## config.mk

```make
export PLATFORM = sky130hd
export DESIGN_NAME = pauli_string_parser
export DESIGN_NICKNAME = d
export VERILOG_FILES = /design/src/psp_pkg.sv /design/src/psp_fold.sv /design/src/pauli_string_parser.sv
export VERILOG_INCLUDE_DIRS = /design/src /design/src/src
export SDC_FILE = /design/constraint.sdc
export NUM_CORES = 1
export LEC_CHECK = 0
export BUFFER_PORTS_ARGS = -buffer_cell sky130_fd_sc_hd__buf_2
export CAP_MARGIN = 5
export CORE_MARGIN = 4
export CORE_UTILIZATION = 35
export CTS_BUF_LIST = sky130_fd_sc_hd__clkbuf_8
export DETAILED_ROUTE_END_ITERATION = 10
export PLACE_DENSITY = 0.62
export SETUP_SLACK_MARGIN = 0.05
export SKIP_CTS_REPAIR_TIMING = 1
export SLEW_MARGIN = 20
export SYNTH_ARGS = -nofsm -noshare
export SYNTH_HDL_FRONTEND = slang
export SYNTH_SLANG_ARGS = --single-unit
```

## constraint.sdc

```tcl
create_clock -name clock -period 8.4 [get_ports clock]
set_input_delay 0 -clock clock [delete_from_list [all_inputs] [get_ports clock]]
set_output_delay 0 -clock clock [all_outputs]
set_load 0.03 [all_outputs]
```

## src/pauli_string_parser_defines.svh

```systemverilog
// assertion macros shared by the pauli string parser rtl
`ifndef PAULI_STRING_PARSER_DEFINES_SVH
`define PAULI_STRING_PARSER_DEFINES_SVH

// same-cycle implication, disabled during reset
`define PSP_ASSERT_IMP(label, clk, rst, ante, cons, msg) \
   label: assert property (@(posedge clk) disable iff (rst) (ante) |-> (cons)) \
      else $error(msg);

// next-cycle implication, disabled during reset
`define PSP_ASSERT_NXT(label, clk, rst, ante, cons, msg) \
   label: assert property (@(posedge clk) disable iff (rst) (ante) |=> (cons)) \
      else $error(msg);

`endif

```

## src/psp_pkg.sv

```systemverilog
// types and constants of the pauli string parser
`timescale 1ns / 1ps

package psp_pkg;

   localparam int NUM_QUBITS  = 16;
   localparam int TERM_SLOTS  = 16;
   localparam int QUBIT_LIMIT = (NUM_QUBITS < TERM_SLOTS) ? NUM_QUBITS : TERM_SLOTS;
   localparam int SLOT_W      = $clog2(TERM_SLOTS);
   localparam int TERM_W      = 2 * TERM_SLOTS;
   localparam int INDEX_W     = 16;
   localparam int PROD_W      = INDEX_W + 4;

   localparam logic [INDEX_W-1:0] INDEX_MAX = '1;

   localparam logic [7:0] CHAR_X     = 8'h58;
   localparam logic [7:0] CHAR_Y     = 8'h59;
   localparam logic [7:0] CHAR_Z     = 8'h5A;
   localparam logic [7:0] CHAR_0     = 8'h30;
   localparam logic [7:0] CHAR_9     = 8'h39;
   localparam logic [7:0] CHAR_SPACE = 8'h20;
   localparam logic [7:0] CHAR_TAB   = 8'h09;
   localparam logic [7:0] CHAR_CR    = 8'h0D;
   localparam logic [3:0] DECIMAL    = 4'd10;

   typedef enum logic [1:0] {
      PAULI_I = 2'd0,
      PAULI_X = 2'd1,
      PAULI_Y = 2'd2,
      PAULI_Z = 2'd3
   } pauli_type;

   typedef enum logic [1:0] {
      ERR_NONE   = 2'd0,
      ERR_FACTOR = 2'd1,
      ERR_RANGE  = 2'd2
   } err_code_type;

   typedef struct packed {
      logic [7:0] char_in;
      logic       is_last;
   } req_word_type;

   typedef struct packed {
      logic [TERM_W-1:0] term_bits;
      logic [1:0]        phase_exp;
      err_code_type      error_code;
   } rsp_word_type;

endpackage

```

## src/psp_fold.sv

```systemverilog
// single-qubit pauli product folded into one slot of the packed term
`timescale 1ns / 1ps

module psp_fold import psp_pkg::*; (
   input  logic [TERM_W-1:0] term_cur,
   input  logic [SLOT_W-1:0] slot,
   input  pauli_type         pauli,
   output logic [TERM_W-1:0] term_next,
   output logic [1:0]        phase_step
);

   logic [1:0] old_code;
   logic [1:0] new_code;
   logic [1:0] cyc_next;

   always_comb begin
      old_code = term_cur[{slot, 1'b0} +: 2];
      // cyclic successor x->y->z->x
      case (old_code)
         PAULI_X: cyc_next = PAULI_Y;
         PAULI_Y: cyc_next = PAULI_Z;
         PAULI_Z: cyc_next = PAULI_X;
         default: cyc_next = PAULI_X;
      endcase
      if (old_code == PAULI_I) begin
         new_code   = pauli;
         phase_step = 2'd0;
      end else if (old_code == pauli) begin
         new_code   = PAULI_I;
         phase_step = 2'd0;
      end else begin
         new_code   = old_code ^ pauli;
         phase_step = (pauli == cyc_next) ? 2'd1 : 2'd3;
      end
      term_next = term_cur;
      term_next[{slot, 1'b0} +: 2] = new_code;
   end

endmodule

```

## src/pauli_string_parser.sv

```systemverilog
// pauli string parser top level. characters of a factor list such as "X0 Z2 Y3" arrive one
// word per cycle on req_, the final character flagged by is_last. each factor is X, Y or Z
// followed by a decimal qubit index; factors fold into a packed term of 2 bits per qubit
// (0 I, 1 X, 2 Y, 3 Z) and repeated qubits multiply through the pauli product table, the
// phase i^k being kept modulo 4. one rsp_ word follows every last character with the term,
// phase and error code (0 ok, 1 bad factor, 2 qubit index out of range); on error term and
// phase read zero and later characters up to the last are ignored. throughput is one
// character per cycle while no last character waits on a stalled result register: a
// character is captured into the input register; when it advances, the parser state is
// updated in place and, for a last character, the result register is loaded. the loop
// that sets the rate is the state update (decimal accumulate plus one pauli fold).
// stall on rsp_ only back-pressures req_ while a last character waits on a full result
// register.
`timescale 1ns / 1ps
`include "pauli_string_parser_defines.svh"

module pauli_string_parser import psp_pkg::*; (
   input  logic         clock,
   input  logic         reset,
   // character words in
   input  logic         req_valid,
   output logic         req_stall,
   input  req_word_type req_word,
   // result words out
   output logic         rsp_valid,
   input  logic         rsp_stall,
   output rsp_word_type rsp_word
);

   // input register
   logic         stage_valid_ff, stage_valid_in;
   req_word_type stage_ff, stage_in;

   // parser state
   logic [TERM_W-1:0]  term_ff, term_in;
   logic [1:0]         phase_ff, phase_in;
   pauli_type          letter_ff, letter_in;
   logic [INDEX_W-1:0] index_ff, index_in;
   logic               digit_ff, digit_in;
   err_code_type       err_ff, err_in;

   // result register
   logic         rsp_valid_ff, rsp_valid_in;
   rsp_word_type rsp_ff, rsp_in;

   // handshake
   logic req_take;
   logic advance;
   logic out_load;

   // after the character itself
   logic               is_ws;
   pauli_type          letter1;
   logic [INDEX_W-1:0] index1;
   logic               digit1;
   err_code_type       err1;
   logic [PROD_W-1:0]  index_prod;

   // after closing an open factor
   logic               close_now;
   logic               fold_en;
   pauli_type          letter2;
   logic [INDEX_W-1:0] index2;
   logic               digit2;
   err_code_type       err2;
   logic [TERM_W-1:0]  term2;
   logic [1:0]         phase2;

   logic [TERM_W-1:0]  fold_term;
   logic [1:0]         fold_phase;

   // the stage moves on unless a last character meets a stalled full result register
   assign advance   = stage_valid_ff &&
                      (!stage_ff.is_last || !rsp_valid_ff || !rsp_stall);
   assign req_stall = stage_valid_ff && !advance;
   assign req_take  = req_valid && !req_stall;
   assign out_load  = advance && stage_ff.is_last;

   assign rsp_valid = rsp_valid_ff;
   assign rsp_word  = rsp_ff;

   psp_fold u_fold (
      .term_cur   (term_ff),
      .slot       (index1[SLOT_W-1:0]),
      .pauli      (letter1),
      .term_next  (fold_term),
      .phase_step (fold_phase)
   );

   // character step: letter, digit or whitespace
   always_comb begin
      is_ws      = (stage_ff.char_in == CHAR_SPACE) ||
                   (stage_ff.char_in inside {[CHAR_TAB:CHAR_CR]});
      letter1    = letter_ff;
      index1     = index_ff;
      digit1     = digit_ff;
      err1       = err_ff;
      // index times ten plus digit, saturating
      index_prod = ({{(PROD_W-INDEX_W){1'b0}}, index_ff} << 3) +
                   ({{(PROD_W-INDEX_W){1'b0}}, index_ff} << 1) +
                   PROD_W'(stage_ff.char_in - CHAR_0);
      if (err_ff == ERR_NONE && !is_ws) begin
         if (letter_ff == PAULI_I) begin
            case (stage_ff.char_in)
               CHAR_X:  letter1 = PAULI_X;
               CHAR_Y:  letter1 = PAULI_Y;
               CHAR_Z:  letter1 = PAULI_Z;
               default: err1    = ERR_FACTOR;
            endcase
         end else if (stage_ff.char_in inside {[CHAR_0:CHAR_9]}) begin
            index1 = (index_prod > PROD_W'(INDEX_MAX)) ? INDEX_MAX
                                                       : index_prod[INDEX_W-1:0];
            digit1 = 1'b1;
         end else begin
            err1 = ERR_FACTOR;
         end
      end
   end

   // factor close: on whitespace, or at the end of the list
   always_comb begin
      close_now = (err_ff == ERR_NONE && is_ws) ||
                  (stage_ff.is_last && err1 == ERR_NONE);
      fold_en   = 1'b0;
      letter2   = letter1;
      index2    = index1;
      digit2    = digit1;
      err2      = err1;
      if (close_now && letter1 != PAULI_I) begin
         if (!digit1) begin
            err2 = ERR_FACTOR;
         end else if (index1 >= INDEX_W'(QUBIT_LIMIT)) begin
            err2 = ERR_RANGE;
         end else begin
            fold_en = 1'b1;
         end
         letter2 = PAULI_I;
         index2  = '0;
         digit2  = 1'b0;
      end
      term2  = fold_en ? fold_term : term_ff;
      phase2 = fold_en ? (phase_ff + fold_phase) : phase_ff;
   end

   // next values of registers
   always_comb begin
      stage_valid_in = req_take || (stage_valid_ff && !advance);
      stage_in       = req_take ? req_word : stage_ff;

      term_in   = term_ff;
      phase_in  = phase_ff;
      letter_in = letter_ff;
      index_in  = index_ff;
      digit_in  = digit_ff;
      err_in    = err_ff;
      if (advance) begin
         if (stage_ff.is_last) begin
            // list done, back to the identity
            term_in   = '0;
            phase_in  = '0;
            letter_in = PAULI_I;
            index_in  = '0;
            digit_in  = 1'b0;
            err_in    = ERR_NONE;
         end else begin
            term_in   = term2;
            phase_in  = phase2;
            letter_in = letter2;
            index_in  = index2;
            digit_in  = digit2;
            err_in    = err2;
         end
      end

      rsp_valid_in = out_load || (rsp_valid_ff && rsp_stall);
      rsp_in       = rsp_ff;
      if (out_load) begin
         rsp_in.error_code = err2;
         rsp_in.term_bits  = (err2 == ERR_NONE) ? term2 : '0;
         rsp_in.phase_exp  = (err2 == ERR_NONE) ? phase2 : '0;
      end
   end

   always_ff @(posedge clock) begin
      if (reset) begin
         stage_valid_ff <= 1'b0;
         rsp_valid_ff   <= 1'b0;
         term_ff        <= '0;
         phase_ff       <= '0;
         letter_ff      <= PAULI_I;
         index_ff       <= '0;
         digit_ff       <= 1'b0;
         err_ff         <= ERR_NONE;
      end else begin
         stage_valid_ff <= stage_valid_in;
         rsp_valid_ff   <= rsp_valid_in;
         term_ff        <= term_in;
         phase_ff       <= phase_in;
         letter_ff      <= letter_in;
         index_ff       <= index_in;
         digit_ff       <= digit_in;
         err_ff         <= err_in;
      end
   end

   // payload registers
   always_ff @(posedge clock) begin
      stage_ff <= stage_in;
      rsp_ff   <= rsp_in;
   end

   // checks
   `PSP_ASSERT_IMP(a_err_word_zero, clock, reset, rsp_valid_ff && rsp_ff.error_code != ERR_NONE, rsp_ff.term_bits == '0 && rsp_ff.phase_exp == 2'd0, "error word carries a term or phase")
   `PSP_ASSERT_NXT(a_state_cleared, clock, reset, out_load, letter_ff == PAULI_I && index_ff == '0 && digit_ff == 1'b0 && err_ff == ERR_NONE && term_ff == '0, "parser state not cleared after a result")
   `PSP_ASSERT_IMP(a_stall_cause, clock, reset, req_stall, stage_valid_ff && stage_ff.is_last && rsp_valid_ff && rsp_stall, "input stalled without a blocked result")
   `PSP_ASSERT_NXT(a_err_sticky, clock, reset, err_ff != ERR_NONE && !out_load, err_ff == $past(err_ff), "first error not kept")

endmodule

```

Word-level counts from Yosys, hierarchy flattened --
Index checks and enable logic that the tools add are counted.
Storage, ports and cells: register bits after elaboration 102, input port bits 13, output and inout port bits 38, word-level logic and storage cells 104
Operators by class: add/subtract/negate cells 5, order comparisons 6, equality and inequality tests 8, shifts and indexed selects 3, muxes and demuxes 38, bitwise gates (word level) 1, reduce and logical (&&, ||, !) cells 30
Operator list (number):
- $mux 16 | 6
- $mux 32 | 2
- $mux 2 | 19
- $bwmux 32 | 1
- $shift 2x7->32 const A | 1
- $shiftx 2x7->32 | 1
- $shiftx 32x6->2 | 1
- $eq 8x7->1 const B | 3
- $add 19x17->20 | 1
- $add 20x20->20 | 1
- $gt 20x16->1 const B | 1
- $ge 16x5->1 const B | 1
- $logic_and 1x1->1 | 11
- $logic_not 2->1 | 5
- $sub 8x6->9 const B | 1
- $eq 8x6->1 const B | 1
- $ge 8x4->1 const B | 1
- $ge 8x6->1 const B | 1
- $le 8x4->1 const B | 1
- $le 8x6->1 const B | 1
- $mux 1 | 8
- $neg 5->7 | 1
- $logic_not 1->1 | 6
- $logic_or 1x1->1 | 6
- other kinds (9) | 10

Longest topological paths before layout --
depth in word-level cells 17, gate-level depth with buffers 27, depth with buffers taken out 26

Modules after synthesis --
A second synthesis with hierarchy kept.
Unflattened totals: cell total of the unflattened synthesis 985, area total of the unflattened synthesis 8411.8 µm²
By module, submodules not included:
- pauli_string_parser | instances 1, cells an instance 778, area an instance 6959.2 µm², seq. area each 2492.4 µm²
- psp_fold | instances 1, cells an instance 207, area an instance 1452.6 µm², seq. area each 0.0 µm²

Least setup slack after synthesis --
OpenSTA, ideal clock, no wires.
path kind reg2reg, start register stage_ff[5] (netlist name), end register term_ff[26], library setup time 128 ps, arrival time 6121 ps, data required time 8272 ps, setup slack 2152 ps, stages on the path, launching flop included 27, buffers on the path 4, period minus slack after synthesis 6248 ps, path through edfxtp_1 > ha_1 > or3_1 > inv_1 > fa_1 > ha_1 > buf_6 > a21o_1 > a31o_1 > a221oi_2 > o31ai_2 > xor2_2 > or4_4 > nand2_4 > a211oi_1 > a211o_1 > a22oi_1 > inv_1 > ha_1 > buf_1 > a221oi_2 > xnor2_2 > and2_1 > buf_6 > buf_6 > a22oi_1 > nor2_1
On the way: word-level cells in the longest chain between the ends 15, elaborated cells between the ends (all ways) 53, those cells by class 3 x add/sub; 6 x order compare; 5 x eq/ne; 3 x shift; 22 x mux; 1 x bitwise; 13 x reduce/logical
RTL lines:
- start, declared | line pauli_string_parser.sv:32 | req_word_type stage_ff, stage_in;
- start signal, assigned | line pauli_string_parser.sv:208 | stage_ff <= stage_in;
- $sub 8x6->9 | line pauli_string_parser.sv:101 | PROD_W'(stage_ff.char_in - CHAR_0);
- $add 20x20->20 | line pauli_string_parser.sv:100 | ({{(PROD_W-INDEX_W){1'b0}}, index_ff} << 1) +
- $gt 20x16->1 | line pauli_string_parser.sv:111 | index1 = (index_prod > PROD_W'(INDEX_MAX)) ? INDEX_MAX
- $mux 16 | line pauli_string_parser.sv:111
- $mux 16 | line pauli_string_parser.sv:110 | end else if (stage_ff.char_in inside {[CHAR_0:CHAR_9]}) begin
- $mux 16 | line pauli_string_parser.sv:103 | if (letter_ff == PAULI_I) begin
- $mux 16 | line pauli_string_parser.sv:102 | if (err_ff == ERR_NONE && !is_ws) begin
- $shiftx 32x6->2 | line psp_fold.sv:17 | old_code = term_cur[{slot, 1'b0} +: 2];
- $eq 2x2->1 / $xor 2x2->2 (equally long branches) | line psp_fold.sv:28, psp_fold.sv:32
- $mux 2 | line psp_fold.sv:28 | end else if (old_code == pauli) begin
- $mux 2 | line psp_fold.sv:25 | if (old_code == PAULI_I) begin
- $shiftx 2x7->32 | line psp_fold.sv:36 | term_next[{slot, 1'b0} +: 2] = new_code;
- $bwmux 32 | line psp_fold.sv:36
- $mux 32 * | line pauli_string_parser.sv:141 | term2 = fold_en ? fold_term : term_ff;
- $mux 32 * | line pauli_string_parser.sv:157 | if (stage_ff.is_last) begin
- end signal, assigned | line pauli_string_parser.sv:197 | term_ff <= term_in;
- end, declared | line pauli_string_parser.sv:35 | logic [TERM_W-1:0] term_ff, term_in;
Mark *: on every way between the ends. The rest lies on a longest branch, timed or not. A chain may end at the register's enable or synchronous reset.

Worst setup path in the final report --
start register stage_ff[5] (netlist name), end register term_ff[6]
The elaborated chain is that of the path after synthesis.

==> flow_summary.toml <==
[status]
outcome = "complete, no violations"

[timing]
finalCriticalPeriod_ns = 7.65
final_max_slew_viol_count = 0
setup_tns_ns = 0
max_freq_ghz = 0.131
rsz0062_at_grt = "no"
fin_hold_ws_ns = 0.0949
fin_skew_ns = 0.0192
setup_violations = 0
finalCritPeriodShare_pct = 91.1
tightestPinTransition_ns = 0.903
relSlewSlack_pct = 39.5
final_hold_viol_count = 0

[worst_setup_path]
r2r_start = "stage_ff[5]$_DFFE_PP_"
critical_path_class = "reg -> reg"
reg2reg_depth = 22
regToRegSetupSlack_ns = 0.75
r2r-end = "term_ff[6]$_SDFFE_PP0P_"
start_kind = "flip-flop"
cp_max_fo = 18
cp.required_ns = 8.72
cp_data_arrival_time_ns = 7.97
end_kind = "flip-flop"

[layout]
drive_gt1_share_pct = 13.3
fin_cells = 1042
area_delta_synth_final_pct = 10.7
layout_common_cells = "nor2_1 (112), dfxtp_1 (57), a21oi_1 (54), buf_2 (49), o21ai_0 (46)"
nNetsFinal = 835
fillers = 1896
n_antenna_cell = 0
layout_commonest_cell = "nor2_1"

[synthesis]
ys_warn_count = 0
ys_seq_elements = 102
postSynthCellCount = 745
synth_compound_area_share_pct = 20.5
seq_area_frac_synth_pct = 36.9
synth_edf_count = 45
synth-xor-area-share_pct = 3.46
synth_top_family_by_area = "compound AO/OA/AOI/OAI gates"
synthAdderAreaFrac_pct = 10.0
syn-cell-area_mm2 = 0.00676
syn_avg_cell_area_um2 = 9.07
async_flop_share_pct = 0
synth_mux_area_share_pct = 6.00
synth_ff_type = "dfxtp_1"
synth.distinct_cells = 82
syn-num-nets = 803
yosys.area_share.simple_pct = 18.5

[die]
row_count = 50
start_util_pct = 35.9
boundaryPins = 51
coreArea_mm2 = 0.0188
die_w_um = 147
die_y_um = 147
die-area_mm2 = 0.0216

[global_routing]
first_global_vias = 5136
grt.overflow.total = 0
antenna_found_initial = 0
grt_pass1_wl_mm = 27.5
track_usage_pct = 15.4
grt_max_degree = 60

[clock_tree]
numCtsBuffers = 9
cts_sinks = 102
root_buffer = "clkbuf_8"
clkTransAtPathRegs_ns = 0.11
cts_tree = "built"
cts_buffer_depth = 2
clock_latency_ns = 0.38
htreeDepth = 3

[power]
p_comb_share_pct = 8.7
power.density_mw_per_mm2 = 121
seqPwrFrac_pct = 58.4
swShare_pct = 27.2
switchingPower_mw = 0.246
internal-power_mw = 0.660
p_clk_share_pct = 32.9
peakVddDrop_v = 0.000111
p_leak_nw = 2.68
p_total_mw = 0.906

[route]
viasPerCell = 5.34
wl_mm = 16.8
ant_nets = 0
firstDrtPassIters = 5
wire_per_inst_um = 16.1
drc = 0
routed-via-count = 5566
drtIter0Drc = 381

[min_path]
whs_path_depth = 2
hp-class = "in -> reg"
hold_path_end = "rsp_valid$_SDFF_PP0_"
holdCritStartpoint = "reset"

[placed_design]
dpl.hpwl_mm = 12.2
io_buffer_count = 50
placed_cells = 1014
place_congestion = 0.893

[run]
cap_violations = 0
-- registers in the layout (all words and copies together) (netlist names) --
register,cells
stage_valid_ff,1
err_ff,2
letter_ff,2
digit_ff,1
phase_ff,2
rsp_word,36
stage_ff,9
rsp_valid,1
index_ff,16
term_ff,32
-- critical path, cell delays in order, from the launching register on --
cell      delay (ns)
edfxtp_1        0.47
ha_1            0.28
or3_1           0.45
inv_1           0.35
fa_1            0.50
ha_1            0.44
a21oi_1         0.11
o21ai_0         0.31
nand3_1         0.12
a32oi_1         0.25
xor2_1          0.50
nor4_4          0.12
nor2_4          0.44
mux2_2          0.39
a221oi_1        0.42
a22oi_1         0.25
inv_1           0.10
ha_1            0.31
a221oi_2        0.08
xnor2_2         0.72
and2_1          0.66
a22oi_1         0.19
nor2_1          0.12
-- cell families after synthesis --
logic type / after synthesis
AND/OR/NAND/NOR: 254
AO/OA/AOI/OAI: 205
flip-flops: 102
buffers and inverters: 74
adder cells (fa/ha/maj): 45
multiplexers: 40
XOR/XNOR: 25
-- through the flow --
step / util, % / instance area [um2] / setup WS (ns)
2_1_floorplan: - / 6760 / 2.15
3_3_place_gp: 38.1 / 7170 / 1.06
3_5_place_dp: 38.1 / 7170 / 0.796
4_1_cts: 39.1 / 7360 / 0.761
5_1_grt: 39.7 / 7480 / 0.130
6_report: 39.7 / 7480 / 0.750
-- per-layer routing --
layer / vias to the layer above / routed length [um] / global-route usage, %
met3: 14 / 716 / 2.25
met5: - / 0 / 0
met1: 2633 / 8510 / 23.2
met2: 133 / 7360 / 23.4
met4: 0 / 170 / 3.40
li1: 2786 / - / -
-- final cells by class --
type	instances	area (um2)	area share (%)
inverter	29	109	1.46
timing repair buffer	66	403	5.39
multi-input combinational	569	3970	53.0
clock inverter	7	58.8	0.786
sequential	102	2490	33.3
tap	260	325	4.35
clock buffer	9	124	1.66
-- power by group through the flow --
stage / Sequential [mW] / Clock, mW / Combinational, mW
after floorplan: 0.542 / 0 / 0.0516
final: 0.529 / 0.298 / 0.0786
after detailed placement: 0.540 / 0 / 0.0740
after CTS: 0.529 / 0.304 / 0.0744
after global routing: 0.530 / 0.323 / 0.0875
after global placement: 0.540 / 0 / 0.0734
-- synth_stat cells, types with 4 or more instances --
library cell    n  area share, %
inv_1          28            1.6
a21oi_1        54            4.0
and2_1          5           0.46
nor2_1        112            6.2
nand2_1        43            2.4
a21o_1          8           0.89
o21ai_0        46            3.4
dfxtp_1        57             17
a221oi_1        4           0.52
ha_1           30            5.6
nand3_1        24            1.8
a31oi_1         5           0.46
mux2i_1        36            5.3
or3_1           6           0.56
fa_1           15            4.4
nor4_1          6           0.56
nand3b_1        4           0.44
a32oi_1         9            1.2
buf_2          10           0.74
o21ai_1         5           0.37
a211oi_1        7           0.78
xnor2_1        13            1.7
a22oi_1        23            2.6
clkbuf_1       28            1.6
and4_1          4           0.52
nand4_1         6           0.56
o211ai_1        9            1.0
edfxtp_1       45             20
nor3_1         13           0.96
nor3b_1         5           0.56
nand2b_1        5           0.46
xor2_1         10            1.3
-- worst max-delay path by stage --
| stage | startpoint | endpoint | slack (ns) | depth (start not counted) |
|---|---|---|---|---|
| after detailed placement | stage_ff[5]$_DFFE_PP_ | term_ff[6]$_SDFFE_PP0P_ | 0.80 | 22 |
| after global routing | stage_ff[5]$_DFFE_PP_ | term_ff[2]$_SDFFE_PP0P_ | 0.13 | 22 |
| after floorplan | stage_ff[5]$_DFFE_PP_ | term_ff[26]$_SDFFE_PP0P_ | 2.15 | 26 |
| after global placement | stage_ff[5]$_DFFE_PP_ | term_ff[4]$_SDFFE_PP0P_ | 1.06 | 22 |
| final | stage_ff[5]$_DFFE_PP_ | term_ff[6]$_SDFFE_PP0P_ | 0.75 | 22 |
| after CTS | stage_ff[5]$_DFFE_PP_ | term_ff[6]$_SDFFE_PP0P_ | 0.76 | 22 |
(Power assumes the default switching activity.)
